### src/sv/hdc_pkg.sv
// Package for the heading turn direction classifier.
// Holds the window sizes, the direction codes, the status struct and the
// delta wrapping and sum saturation functions. Depends on nothing.
`default_nettype none

package hdc_pkg;

   // Number of yaw samples in a full window; the ring holds one fewer delta.
   localparam int HISTORY_DEPTH = 8;
   localparam int RING_LEN      = HISTORY_DEPTH - 1;

   // Field widths.
   localparam int YAW_W        = 16;
   localparam int THRESHOLD_W  = 15;
   localparam int WINDOW_SUM_W = 18;
   localparam int DIR_W        = 2;

   // Internal widths, derived from the window depth and the field widths, and the delta wrap limits.
   localparam int PTR_W  = (RING_LEN > 1) ? $clog2(RING_LEN) : 1;
   localparam int FILL_W = $clog2(HISTORY_DEPTH + 1);
   localparam int DELTA_LIMIT = 18000;
   localparam int DELTA_SPAN  = 36000;
   localparam int SUM_W  = $clog2(DELTA_LIMIT * RING_LEN + 1) + 1;
   localparam int EXT_W  = (SUM_W > WINDOW_SUM_W) ? SUM_W : WINDOW_SUM_W;
   localparam int LIM_W  = THRESHOLD_W + $clog2(RING_LEN + 1);
   localparam int CMP_W  = ((SUM_W > LIM_W + 1) ? SUM_W : LIM_W + 1) + 1;
   localparam int RAW_W  = YAW_W + 1;

   // Reset value of the threshold register.
   localparam logic [THRESHOLD_W-1:0] THRESHOLD_RESET = THRESHOLD_W'(100);

   // Saturation limits of the reported window sum.
   localparam int WINDOW_SUM_MAX = (1 << (WINDOW_SUM_W - 1)) - 1;
   localparam int WINDOW_SUM_MIN = -(1 << (WINDOW_SUM_W - 1));

   // Direction codes.
   typedef enum logic [DIR_W-1:0] {
      DIR_STRAIGHT = 2'd0,
      DIR_LEFT     = 2'd1,
      DIR_RIGHT    = 2'd2
   } dir_type;

   // Window state as seen after the current sample has been folded in.
   typedef struct packed {
      logic                    full;
      logic signed [SUM_W-1:0] sum;
   } window_status_type;

   // Wrap a raw yaw difference into -18000..+18000. The raw difference of two
   // 16-bit samples needs at most two correction steps.
   function automatic logic signed [YAW_W-1:0] wrap_delta(
      input logic signed [RAW_W-1:0] raw
   );
      logic signed [RAW_W-1:0] d;
      d = raw;
      for (int i = 0; i < 2; i++) begin
         if (d > RAW_W'(DELTA_LIMIT)) begin
            d = d - RAW_W'(DELTA_SPAN);
         end else if (d < -RAW_W'(DELTA_LIMIT)) begin
            d = d + RAW_W'(DELTA_SPAN);
         end
      end
      return d[YAW_W-1:0];
   endfunction

   // Clamp the exact window sum to the reported field width.
   function automatic logic signed [WINDOW_SUM_W-1:0] saturate_sum(
      input logic signed [SUM_W-1:0] s
   );
      logic signed [EXT_W-1:0] e;
      e = EXT_W'(s);
      if (e > EXT_W'(WINDOW_SUM_MAX)) begin
         e = EXT_W'(WINDOW_SUM_MAX);
      end else if (e < EXT_W'(WINDOW_SUM_MIN)) begin
         e = EXT_W'(WINDOW_SUM_MIN);
      end
      return e[WINDOW_SUM_W-1:0];
   endfunction

endpackage

`default_nettype wire

### src/sv/heading_turn_direction_classifier.sv
// Heading turn direction classifier: an accepted request waits in the input
// register until the result register is free, then goes through the window
// update into the result register, which offers its response. Throughput is
// one transaction per cycle without response stalls; the input register takes
// one more request while a response waits. Reset clears the yaw history,
// the ring, the sum and the sample count, and sets the turn threshold to 100.
`default_nettype none

module heading_turn_direction_classifier (
   input  wire logic                                       clock,
   input  wire logic                                       reset,
   input  wire logic                                       req_valid,
   output      logic                                       req_stall,
   input  wire logic signed [hdc_pkg::YAW_W-1:0]           req_yaw,
   output      logic                                       rsp_valid,
   input  wire logic                                       rsp_stall,
   output      logic                                       rsp_decided,
   output      logic [hdc_pkg::DIR_W-1:0]                  rsp_direction,
   output      logic signed [hdc_pkg::WINDOW_SUM_W-1:0]    rsp_window_sum,
   input  wire logic                                       csr_valid,
   output      logic                                       csr_ready,
   input  wire logic [hdc_pkg::THRESHOLD_W-1:0]            csr_data
);

   logic [hdc_pkg::THRESHOLD_W-1:0]         threshold_ff;
   logic                                    in_valid_ff;
   logic                                    in_valid_in;
   logic signed [hdc_pkg::YAW_W-1:0]        in_yaw_ff;
   logic                                    out_valid_ff;
   logic                                    out_valid_in;
   logic                                    out_decided_ff;
   hdc_pkg::dir_type                        out_dir_ff;
   logic signed [hdc_pkg::WINDOW_SUM_W-1:0] out_sum_ff;
   logic                                    req_accept;
   logic                                    advance;
   hdc_pkg::window_status_type              status;
   logic [hdc_pkg::LIM_W-1:0]               limit;
   logic signed [hdc_pkg::CMP_W-1:0]        limit_cmp;
   logic signed [hdc_pkg::CMP_W-1:0]        sum_cmp;
   hdc_pkg::dir_type                        dir;

   // Handshake: the input register moves on when the result register is free.
   assign advance    = in_valid_ff && (!out_valid_ff || !rsp_stall);
   assign req_stall  = in_valid_ff && out_valid_ff && rsp_stall;
   assign req_accept = req_valid && !req_stall;
   assign csr_ready  = 1'b1;

   assign in_valid_in  = req_accept ? 1'b1 : (advance ? 1'b0 : in_valid_ff);
   assign out_valid_in = advance ? 1'b1 : (rsp_stall ? out_valid_ff : 1'b0);

   // Threshold register.
   always_ff @(posedge clock) begin
      if (reset) begin
         threshold_ff <= hdc_pkg::THRESHOLD_RESET;
      end else if (csr_valid && csr_ready) begin
         threshold_ff <= csr_data;
      end
   end

   // Input register.
   always_ff @(posedge clock) begin
      if (reset) begin
         in_valid_ff <= 1'b0;
      end else begin
         in_valid_ff <= in_valid_in;
      end
   end

   always_ff @(posedge clock) begin
      if (req_accept) begin
         in_yaw_ff <= req_yaw;
      end
   end

   // Delta history window.
   hdc_window u_window (
      .clock  (clock),
      .reset  (reset),
      .update (advance),
      .yaw    (in_yaw_ff),
      .status (status)
   );

   // Compare the exact sum with threshold times the number of deltas.
   assign limit     = hdc_pkg::LIM_W'(threshold_ff) * hdc_pkg::LIM_W'(hdc_pkg::RING_LEN);
   assign limit_cmp = hdc_pkg::CMP_W'(limit);
   assign sum_cmp   = hdc_pkg::CMP_W'(status.sum);

   always_comb begin
      priority if (sum_cmp > limit_cmp) begin
         dir = hdc_pkg::DIR_LEFT;
      end else if (sum_cmp < -limit_cmp) begin
         dir = hdc_pkg::DIR_RIGHT;
      end else begin
         dir = hdc_pkg::DIR_STRAIGHT;
      end
   end

   // Result register.
   always_ff @(posedge clock) begin
      if (reset) begin
         out_valid_ff <= 1'b0;
      end else begin
         out_valid_ff <= out_valid_in;
      end
   end

   always_ff @(posedge clock) begin
      if (advance) begin
         out_decided_ff <= status.full;
         out_dir_ff     <= status.full ? dir : hdc_pkg::DIR_STRAIGHT;
         out_sum_ff     <= status.full ? hdc_pkg::saturate_sum(status.sum) : '0;
      end
   end

   assign rsp_valid      = out_valid_ff;
   assign rsp_decided    = out_decided_ff;
   assign rsp_direction  = out_dir_ff;
   assign rsp_window_sum = out_sum_ff;

   // An undecided response carries no direction and no sum.
   assert property (@(posedge clock) disable iff (reset)
      (rsp_valid && !rsp_decided) |-> (rsp_direction == hdc_pkg::DIR_STRAIGHT
         && rsp_window_sum == '0))
      else $error("undecided response carries a direction or a sum");

   // A left turn needs a positive sum and a right turn a negative one.
   assert property (@(posedge clock) disable iff (reset)
      (rsp_valid && rsp_direction == hdc_pkg::DIR_LEFT) |-> (rsp_window_sum > 0))
      else $error("left turn reported with a sum that is not positive");

   assert property (@(posedge clock) disable iff (reset)
      (rsp_valid && rsp_direction == hdc_pkg::DIR_RIGHT) |-> (rsp_window_sum < 0))
      else $error("right turn reported with a sum that is not negative");

   // A held request that is free to move must show up as a response.
   assert property (@(posedge clock) disable iff (reset)
      (in_valid_ff && !(out_valid_ff && rsp_stall)) |=> out_valid_ff)
      else $error("transaction lost between input and result registers");

endmodule

`default_nettype wire

### src/sv/hdc_window.sv
// Delta history window of the heading turn direction classifier.
// Keeps the previous yaw, the ring of wrapped deltas, their running sum and
// the sample count. Depends on hdc_pkg.
`default_nettype none

module hdc_window (
   input  wire logic                                clock,
   input  wire logic                                reset,
   input  wire logic                                update,
   input  wire logic signed [hdc_pkg::YAW_W-1:0]    yaw,
   output hdc_pkg::window_status_type               status
);

   logic signed [hdc_pkg::YAW_W-1:0] last_yaw_ff;
   logic signed [hdc_pkg::YAW_W-1:0] ring_ff [hdc_pkg::RING_LEN];
   logic signed [hdc_pkg::SUM_W-1:0] sum_ff;
   logic signed [hdc_pkg::SUM_W-1:0] sum_in;
   logic [hdc_pkg::PTR_W-1:0]        ptr_ff;
   logic [hdc_pkg::PTR_W-1:0]        ptr_in;
   logic [hdc_pkg::FILL_W-1:0]       fill_ff;
   logic [hdc_pkg::FILL_W-1:0]       fill_in;
   logic signed [hdc_pkg::YAW_W-1:0] delta;
   logic                             has_last;

   // A delta exists only once a previous sample has been stored.
   assign has_last = (fill_ff != '0);
   assign delta = hdc_pkg::wrap_delta(
      hdc_pkg::RAW_W'(yaw) - hdc_pkg::RAW_W'(last_yaw_ff));

   // Running sum, ring pointer and sample count for the current sample.
   always_comb begin
      sum_in  = sum_ff;
      ptr_in  = ptr_ff;
      fill_in = fill_ff;
      if (has_last) begin
         sum_in = sum_ff - hdc_pkg::SUM_W'(ring_ff[ptr_ff])
                  + hdc_pkg::SUM_W'(delta);
         if (ptr_ff == hdc_pkg::PTR_W'(hdc_pkg::RING_LEN - 1)) begin
            ptr_in = '0;
         end else begin
            ptr_in = ptr_ff + hdc_pkg::PTR_W'(1);
         end
      end
      if (fill_ff < hdc_pkg::FILL_W'(hdc_pkg::HISTORY_DEPTH)) begin
         fill_in = fill_ff + hdc_pkg::FILL_W'(1);
      end
   end

   // The status reflects the window with the current sample included.
   assign status.full = (fill_in >= hdc_pkg::FILL_W'(hdc_pkg::HISTORY_DEPTH));
   assign status.sum  = sum_in;

   // Window state registers, advanced once per processed transaction.
   always_ff @(posedge clock) begin
      if (reset) begin
         last_yaw_ff <= '0;
         sum_ff      <= '0;
         ptr_ff      <= '0;
         fill_ff     <= '0;
         for (int i = 0; i < hdc_pkg::RING_LEN; i++) begin
            ring_ff[i] <= '0;
         end
      end else if (update) begin
         last_yaw_ff <= yaw;
         sum_ff      <= sum_in;
         ptr_ff      <= ptr_in;
         fill_ff     <= fill_in;
         if (has_last) begin
            ring_ff[ptr_ff] <= delta;
         end
      end
   end

endmodule

`default_nettype wire
### config.mk
export PLATFORM = sky130hd
export DESIGN_NAME = heading_turn_direction_classifier
export DESIGN_NICKNAME = d
export VERILOG_FILES = /design/src/sv/hdc_pkg.sv /design/src/sv/heading_turn_direction_classifier.sv /design/src/sv/hdc_window.sv
export SDC_FILE = /design/constraint.sdc
export NUM_CORES = 1
export LEC_CHECK = 0
export BUFFER_PORTS_ARGS = -buffer_cell sky130_fd_sc_hd__clkbuf_2
export CORE_ASPECT_RATIO = 0.75
export CORE_MARGIN = 1
export CORE_UTILIZATION = 57
export CTS_BUF_LIST = sky130_fd_sc_hd__clkbuf_16
export CTS_CLUSTER_DIAMETER = 60
export DETAILED_ROUTE_END_ITERATION = 8
export PLACE_DENSITY = 0.77
export REMOVE_ABC_BUFFERS = 1
export SETUP_SLACK_MARGIN = 0.1
export SYNTH_ARGS = -nofsm -noshare
export SYNTH_HDL_FRONTEND = slang
export SYNTH_SLANG_ARGS = --single-unit
### constraint.sdc
create_clock -name clock -period 8.8 [get_ports clock]
set_input_delay 0.44 -clock clock [delete_from_list [all_inputs] [get_ports clock]]
set_output_delay 0.44 -clock clock [all_outputs]
set_load 0.02 [all_outputs]
# After elaboration in Yosys (flattened, before gate mapping)

Memory sizes are Yosys's and may differ from the RTL's. A register that Yosys moved wholly into a read port is not among the register bits.
Index checks and enable logic that the tools add are counted.

Bits in registers: 95
Memory bits (writable): 112
Input bits: 36
Logic and storage cells: 78
Memories: 1

Add/sub/neg operators: 10
Multipliers: 1
Order comparisons: 10
Eq/ne operators: 2
Muxes and demuxes: 26
Bitwise gates (word level): 1
Reduce and logical (&&, ||, !) cells: 14

Memories:

| memory           | words | bits a word | read ports | clocked after Yosys merged registers in | write ports | line             | source |
|---|---|---|---|---|---|---|---|
| u_window.ring_ff | 7     | 16          | 1          | 1                                       | 7           | hdc_window.sv:15 | `logic signed [hdc_pkg::YAW_W-1:0] ring_ff [hdc_pkg::RING_LEN];` |

Operators by type and width:

| kind                   | count |
|---|---|
| $mux 17                | 3 |
| $mux 16                | 3 |
| $mux 18                | 2 |
| $gt 17x16->1 const B   | 2 |
| $lt 17x16->1 const B   | 2 |
| $lt 18x20->1           | 1 |
| $neg 18->20            | 1 |
| $gt 18x19->1           | 1 |
| $add 18x16->18         | 1 |
| $gt 18x18->1 const B   | 1 |
| $lt 18x18->1 const B   | 1 |
| $mul 15x3->18 const B  | 1 |
| $sub 18x16->18         | 1 |
| $add 17x17->17 const B | 1 |
| $sub 16x16->17         | 1 |
| $sub 17x17->17 const B | 1 |
| $add 16x16->16 const B | 1 |
| $reduce_or 16->1       | 1 |
| $sub 16x16->16 const B | 1 |
| $mux 1                 | 12 |
| $mux 3                 | 4 |
| $add 4x1->4 const B    | 1 |
| $ge 4x4->1 const B     | 1 |
| $logic_and 1x1->1      | 4 |
| 13 further kinds       | 16 |

# Longest topological paths before layout

Gate-level depths: netlist of the first run.

Depth in word-level cells: 12
Mapped depth: 41
Depth with buffers taken out: 40

# Cells and area by module

From an unflattened synthesis of the first run, not the netlist that was laid out.

Cell total of the unflattened synthesis: 1404
Area, all modules: 14621.5 um^2

By module, submodules not included:

| module                            | instances | cells each | area an instance (um^2) | seq. area each (um^2) |
|---|---|---|---|---|
| hdc_window                        | 1         | 1015       | 10470.0                 | 4564.4 |
| heading_turn_direction_classifier | 1         | 389        | 4151.5                  | 1451.4 |

# Least setup slack after synthesis of the first run

OpenSTA, ideal clock, no wires.

Path type: register to register
Start: reg in_yaw_ff[0] in the netlist's numbering
End: reg out_dir_ff[1] (netlist: rsp_direction[1]) (data pin)
Setup time: 0.167 ns
Data arrival time: 8.019 ns
Data required time: 8.633 ns
Setup slack: 0.614 ns
Stages on the path, launching flop included: 40
Buffers on the path: 0
Cell sequence: edfxtp_1 inv_1 ha_1 fa_1 nor2b_4 o2111ai_4 a31oi_1 a31oi_2 inv_1 ha_1 nand2_1 a221o_1 a211oi_2 o22a_4 o21ai_1 o221ai_2 o221a_2 a311oi_2 [4 not listed] fa_1 ha_1 a21oi_1 o21bai_1 a21oi_1 o311a_1 a21oi_1 or2_2 a21o_1 a21oi_1 xnor2_1 mux2_2 ha_1 a21o_1 a21o_1 a21oi_1 o2111ai_1 a211oi_1

RTL lines:

| element                  | line                                     | source |
|---|---|---|
| start: declaration       | heading_turn_direction_classifier.sv:28  | `logic signed [hdc_pkg::YAW_W-1:0] in_yaw_ff;` |
| start signal: assignment | heading_turn_direction_classifier.sv:71  | `in_yaw_ff <= req_yaw;` |
| end signal: assignment   | heading_turn_direction_classifier.sv:111 | `out_dir_ff <= status.full ? dir : hdc_pkg::DIR_STRAIGHT;` |
| end: declaration         | heading_turn_direction_classifier.sv:32  | `hdc_pkg::dir_type out_dir_ff;` |

==> flow_summary.toml, run 1 <==
[clock_network]
clk_pin_slew_ns = 0.07
cts_buffer_depth = 3
cts_tree = "yes"
clock_latency_ns = 0.54
cts.sink_count = 226
root_buffer = "clkbuf_16"
htreeDepth = 1
numCtsBuffers = 24

[pwr]
p_leak_nw = 6.59
cellPowerDensity_nw_per_um2 = 329
ir_worst_vdd_v = 0.000249

[die]
die-area_um2 = 26200
coreArea_um2 = 25000
die_w_um = 186
ios = 60
initial_core_util = 0.581
rows = 50
die_y_um = 140

[status]
status = "complete, no violations"

[detailed_routing]
postRouteAntennaNets = 0
drt-total-wl_mm = 36.6
vias = 11300
vias_per_cell = 6.07
first_pass_iters = 5
drt_iter0_drc = 1091
wl_per_cell_um = 19.7
drc = 0

[critical_path]
reg2reg_depth = 36
critPathTopFamily = "compound AO/OA/AOI/OAI gates"
critPathBufInv = 3
cp.required_ns = 9.07
worst-path-max-fanout = 9
r2r_slack_ns = 0.27
criticalPathCategory = "flip-flop to flip-flop"
rr_endpoint = "rsp_direction[1]"
slowest_stage = "fa_1"
start_kind = "flip-flop"
crit_path_frequent_cell = "a21oi_1"
worstPathArrival_ns = 8.80
r2r_start = "in_yaw_ff[0]"
crit_path_end_kind = "flip-flop"
max_stage_delay_ns = 0.51

[synth]
ys_ff_latch = 226
post_synth_num_cell_types = 97
async_flop_share = 0
ys_seq_area_frac = 0.414
syn_area_per_cell_um2 = 10.3
synth-edff-count = 149
syn_area_um2 = 14500
yosys_warnings = 0
synth_ff_type = "edfxtp_1"
synthCells = 1415

[global_route]
grtUsageTotal = 0.276
antenna_found_initial = 0
gr-total-overflow = 0
grt_pass1_wl_mm = 57.6
grt_pass1_vias = 10900
grt_max_degree = 55

[layout]
final_area_um2 = 16700
diodes = 0
drive_gt1_frac = 0.197
layout_commonest_cell = "nor2_1"
fillers = 1858
area_growth_pct = 14.9
layout_common_cells = "180 x nor2_1, 157 x nand2_1, 149 x edfxtp_1"
nNetsFinal = 1663
postLayoutCoreUtil = 0.667

[worst_hold_path]
holdPathStages = 1
min_path_type = "input pin to flip-flop"
whs_endpoint = "in_yaw_ff[6]"
min_from = "req_yaw[6]"

[sta]
worstMarginPinSlew_ns = 1.10
drv_slew = 0
finalCriticalPeriod_ns = 8.53
skew_ns = 0.0125
fmax_ghz = 0.117
hold_viol_final = 0
fin_crit_sh = 0.969
setup_violations = 0
slew_headroom = 0.267

[placed_design]
hpwlAfterDp_mm = 25.3
dpl_cell_area_um2 = 15300
portBuffers = 58
gp_congestion = 0.893

[job]
drv_cap = 0
-- state kept, by name (all words and copies together), names as in the netlist, 2 cells and up, named ones only --
signal / cells
rsp_window_sum: 18
threshold_ff: 15
u_window.fill_ff: 4
u_window.last_yaw_ff: 16
in_yaw_ff: 16
u_window.sum_ff: 18
rsp_direction: 2
u_window.ring_ff: 128
u_window.ptr_ff: 3
-- logic make-up (layout without fill, tap and decap cells) --
logic type                 count (synthesis)  in the layout  share of synthesized area
xor gates and xnor gates                  71             71                     0.0495
DFF                                      226            226                      0.414
other                                      1              1                   0.000258
adders and majority gates                128            128                      0.127
and+or+nand+nor                          515            515                      0.164
muxes                                     69             69                     0.0754
AOI/OAI and AO/OA                        266            266                      0.132
buffers and inverters                    139            242                     0.0373
-- through the flow --
stage	std cells	setup WS, ns	TNS (ns)	hold slack, ns	power, mW
global placement	1788	0.174	0	0.442	3.91
CTS	1833	0.106	0	0.0563	5.02
floorplan	1356	0.561	0	0.427	3.24
detailed placement	1788	-0.0243	-0.0243	0.448	3.97
finish	1856	0.274	0	0.0731	5.49
global route	1856	-0.0725	-0.0807	0.0668	5.81
-- routing by layer --
layer,track usage,up-vias,share of wire
li1,-,5222,-
met1,0.381,5507,0.42
met2,0.454,451,0.47
met3,0.0431,82,0.081
met4,0.0731,0,0.027
met5,0,-,0
-- synthesized netlist by cell type (12+ instances only) --
master,n,area share
a21o_1,14,0.0072
a21oi_1,87,0.030
and2_1,23,0.0099
and3_1,12,0.0052
clkbuf_1,43,0.011
dfxtp_1,77,0.11
edfxtp_1,149,0.31
fa_1,33,0.045
ha_1,94,0.081
inv_1,78,0.020
mux2i_1,33,0.023
mux4_2,32,0.050
nand2_1,159,0.041
nand2b_1,24,0.010
nand3_1,14,0.0048
nor2_1,182,0.047
nor2b_1,15,0.0065
nor3_1,31,0.011
o21a_1,12,0.0062
o21ai_0,33,0.011
o21ai_1,12,0.0041
xnor2_1,45,0.027
xor2_1,13,0.0078
-- power breakdown --
| part | internal [mW] | switching [mW] |
|---|---|---|
| Clock | 0.575 | 0.434 |
| Combinational | 1.37 | 1.89 |
| Sequential | 1.18 | 0.0385 |
-- worst max path at each step --
stage            startpoint          endpoint  slack [ns]  cells past startpoint
6_report       in_yaw_ff[0]  rsp_direction[1]        0.27                     36
2_1_floorplan  in_yaw_ff[0]  rsp_direction[1]        0.56                     39
5_1_grt        in_yaw_ff[0]  rsp_direction[1]       -0.07                     35
3_5_place_dp   in_yaw_ff[0]  rsp_direction[1]       -0.02                     36
4_1_cts        in_yaw_ff[0]  rsp_direction[1]        0.11                     39
3_3_place_gp   in_yaw_ff[4]  rsp_direction[1]        0.17                     33
-- final cells by class --
type	count	area (um^2)	area share
sequential	226	6020	0.360
inverter	80	300	0.0180
tap	338	423	0.0253
timing repair buffer	118	777	0.0465
clock inverter	19	153	0.00914
multi-input combinational	1050	8410	0.503
clock buffer	25	626	0.0375
-- repair_timing --
action,in CTS,in global routing
gates cloned,0,0
endpoints found under the setup margin,2,2
hold endpoints to repair,0,0
gates resized for setup,4,70
pin swaps,2,39
hold buffers,0,0
buffers inserted,1,23
(Power assumes the default switching activity.)
==> run 2: changes to the inputs <==
ABC_AREA = 1   (was unset)
==> flow_summary.toml, run 2 <==
[status]
status = "complete, no violations"

[synth]
ys_top_cells_by_area = "edfxtp_1 29%, nand2_1 10%, dfxtp_1 10%"
synth_top_area_frac = 0.294
synthCells = 1952
ys_ff_latch = 226
async_flop_share = 0
synth-edff-count = 149
yosysMostFrequentCell = "nand2_1"
ys_top_cells_by_count = "412 x nand2_1, 265 x nor2_1, 236 x inv_1"
ys_seq_area_frac = 0.395
yosys_warnings = 0
synth_ff_type = "edfxtp_1"
syn_area_um2 = 15200
synth_area_leader_cell = "edfxtp_1"
syn_area_per_cell_um2 = 7.80
post_synth_num_cell_types = 49

[detailed_routing]
drt-total-wl_mm = 41.8
postRouteAntennaNets = 0
vias = 13700
first_pass_iters = 6
vias_per_cell = 5.74
drc = 0
drt_iter0_drc = 1373
wl_per_cell_um = 17.6

[critical_path]
slowest_stage = "fa_1"
criticalPathCategory = "flip-flop to flip-flop"
start_kind = "flip-flop"
r2r_slack_ns = 0.70
worstPathArrival_ns = 8.48
max_stage_delay_ns = 0.48
crit_end = "rsp_direction[1]"
crit_path_frequent_cell = "nand2_1"
rr_endpoint = "rsp_direction[1]"
cp.required_ns = 9.18
crit_path_start = "in_yaw_ff[6]"
r2r_start = "in_yaw_ff[6]"
crit_path_end_kind = "flip-flop"
reg2reg_depth = 46
worst-path-max-fanout = 18

[sta]
setup_tns_ns = 0
fin_crit_sh = 0.920
hold_viol_final = 0
worstMarginPinSlew_ns = 1.01
drv_slew = 0
skew_ns = 0.0208
rsz0062_at_grt = "no"
fmax_ghz = 0.124
finalCriticalPeriod_ns = 8.10
slew_headroom = 0.327
setup_violations = 0
hold-worst-slack_ns = 0.0666

[die]
coreArea_um2 = 26100
die_y_um = 144
initial_core_util = 0.583
die-area_um2 = 27400
die_w_um = 191
ios = 60
rows = 51

[layout]
top_register = "u_window.ring_ff"
layout_commonest_cell = "nand2_1"
largest_reg_flops = 128
nNetsFinal = 2179
postLayoutCoreUtil = 0.651
area_growth_pct = 11.6
layout.cells.non_filler = 2379
diodes = 0
drive_gt1_frac = 0.114
layout_common_cells = "408 x nand2_1, 261 x nor2_1, 240 x inv_1"

[clock_network]
cts_buffer_depth = 3
cts.sink_count = 226
numCtsBuffers = 25
htreeDepth = 1
cts_hold_buffers = 0
root_buffer = "clkbuf_16"
cts_tree = "yes"
clk_pin_slew_ns = 0.06
clock_latency_ns = 0.55

[global_route]
grt_pass1_wl_mm = 65.6
grt_pass1_vias = 12600
grtUsageTotal = 0.306
antenna_found_initial = 0
grt_max_degree = 56
gr-total-overflow = 0

[pwr]
p_leak_nw = 7.66
ir_worst_vdd_v = 0.000271
total_power_mw = 5.89
cellPowerDensity_nw_per_um2 = 347

[worst_hold_path]
min_path_type = "input pin to flip-flop"
holdPathStages = 1

[placed_design]
gp_congestion = 0.954
portBuffers = 58
hpwlAfterDp_mm = 30.4
dp.cells = 2322

[job]
drv_cap = 0
## run 2: changes by cell type after synthesis, sizes merged, moves of 24 or more
cell,previous run,this run
inv,80,244
mux2i,33,0
mux4,32,0
nand2,161,443
nand2b,24,0
nand3,14,119
nor2,182,268
o21ai,46,183
xnor2,54,15
## run 2: worst min-delay path by stage
stage,slack (ns),startpoint,to
after floorplan,0.44,u_window.last_yaw_ff[10],u_window.last_yaw_ff[10]
after detailed placement,0.46,u_window.last_yaw_ff[11],u_window.last_yaw_ff[11]
final,0.07,req_yaw[4],in_yaw_ff[4]
after global placement,0.45,u_window.last_yaw_ff[15],u_window.last_yaw_ff[15]
after CTS,0.06,req_yaw[13],in_yaw_ff[13]
after global routing,0.06,req_yaw[13],in_yaw_ff[13]
## run 2: report_power, final
group | switching (mW) | internal (mW) | leakage, nW | total [mW]
Clock | 0.446 | 0.549 | 0.390 | 0.995
Combinational | 2.35 | 1.31 | 5.15 | 3.66
Sequential | 0.0456 | 1.19 | 2.12 | 1.24
## run 2: per-stage QoR
stage,worst slack [ns],instance area [um^2]
after floorplan,1.06,15000
after global placement,-0.258,15900
after detailed placement,-0.307,15900
after CTS,0.174,16700
after global routing,0.0315,17000
final,0.705,17000
## run 2: cell type report
cell class / count / area [um^2]
Fill cell: 2210 / 9100
Multi-Input combinational cell: 1420 / 8260
Sequential cell: 226 / 6020
Inverter: 248 / 941
Clock buffer: 25 / 626
Timing Repair Buffer: 95 / 581
Tap cell: 344 / 430
Clock inverter: 21 / 143
## run 2: what timing repair did
item                       4_1_cts  5_1_grt
setup buffers                    0       11
pin swaps                        0       14
setup endpoints to repair        2        2
resized for setup                7       45
## run 2: cell families after synthesis
logic type | share of synthesized area
compound gates | 0.126
xor+xnor | 0.0312
fa+ha+maj | 0.121
buf+inv | 0.0775
flops | 0.395
other cells | 0.000246
simple gates | 0.249
## run 2: critical path: cells and delay by family (launching register included)
kind	cells	cell delay [ns]
AO/OA/AOI/OAI	8	1.31
XOR/XNOR	1	0.18
adder cells (fa/ha/maj)	4	1.49
buffers and inverters	6	0.47
flip-flops	1	0.42
AND/OR/NAND/NOR	27	4.02
## run 2: metal layers
layer	wire length, um	GRT usage	up-vias
li1	-	-	6598
met1	19600	0.471	6391
met2	16900	0.436	610
met3	4500	0.0667	64
met4	767	0.0577	0
met5	0	0	-
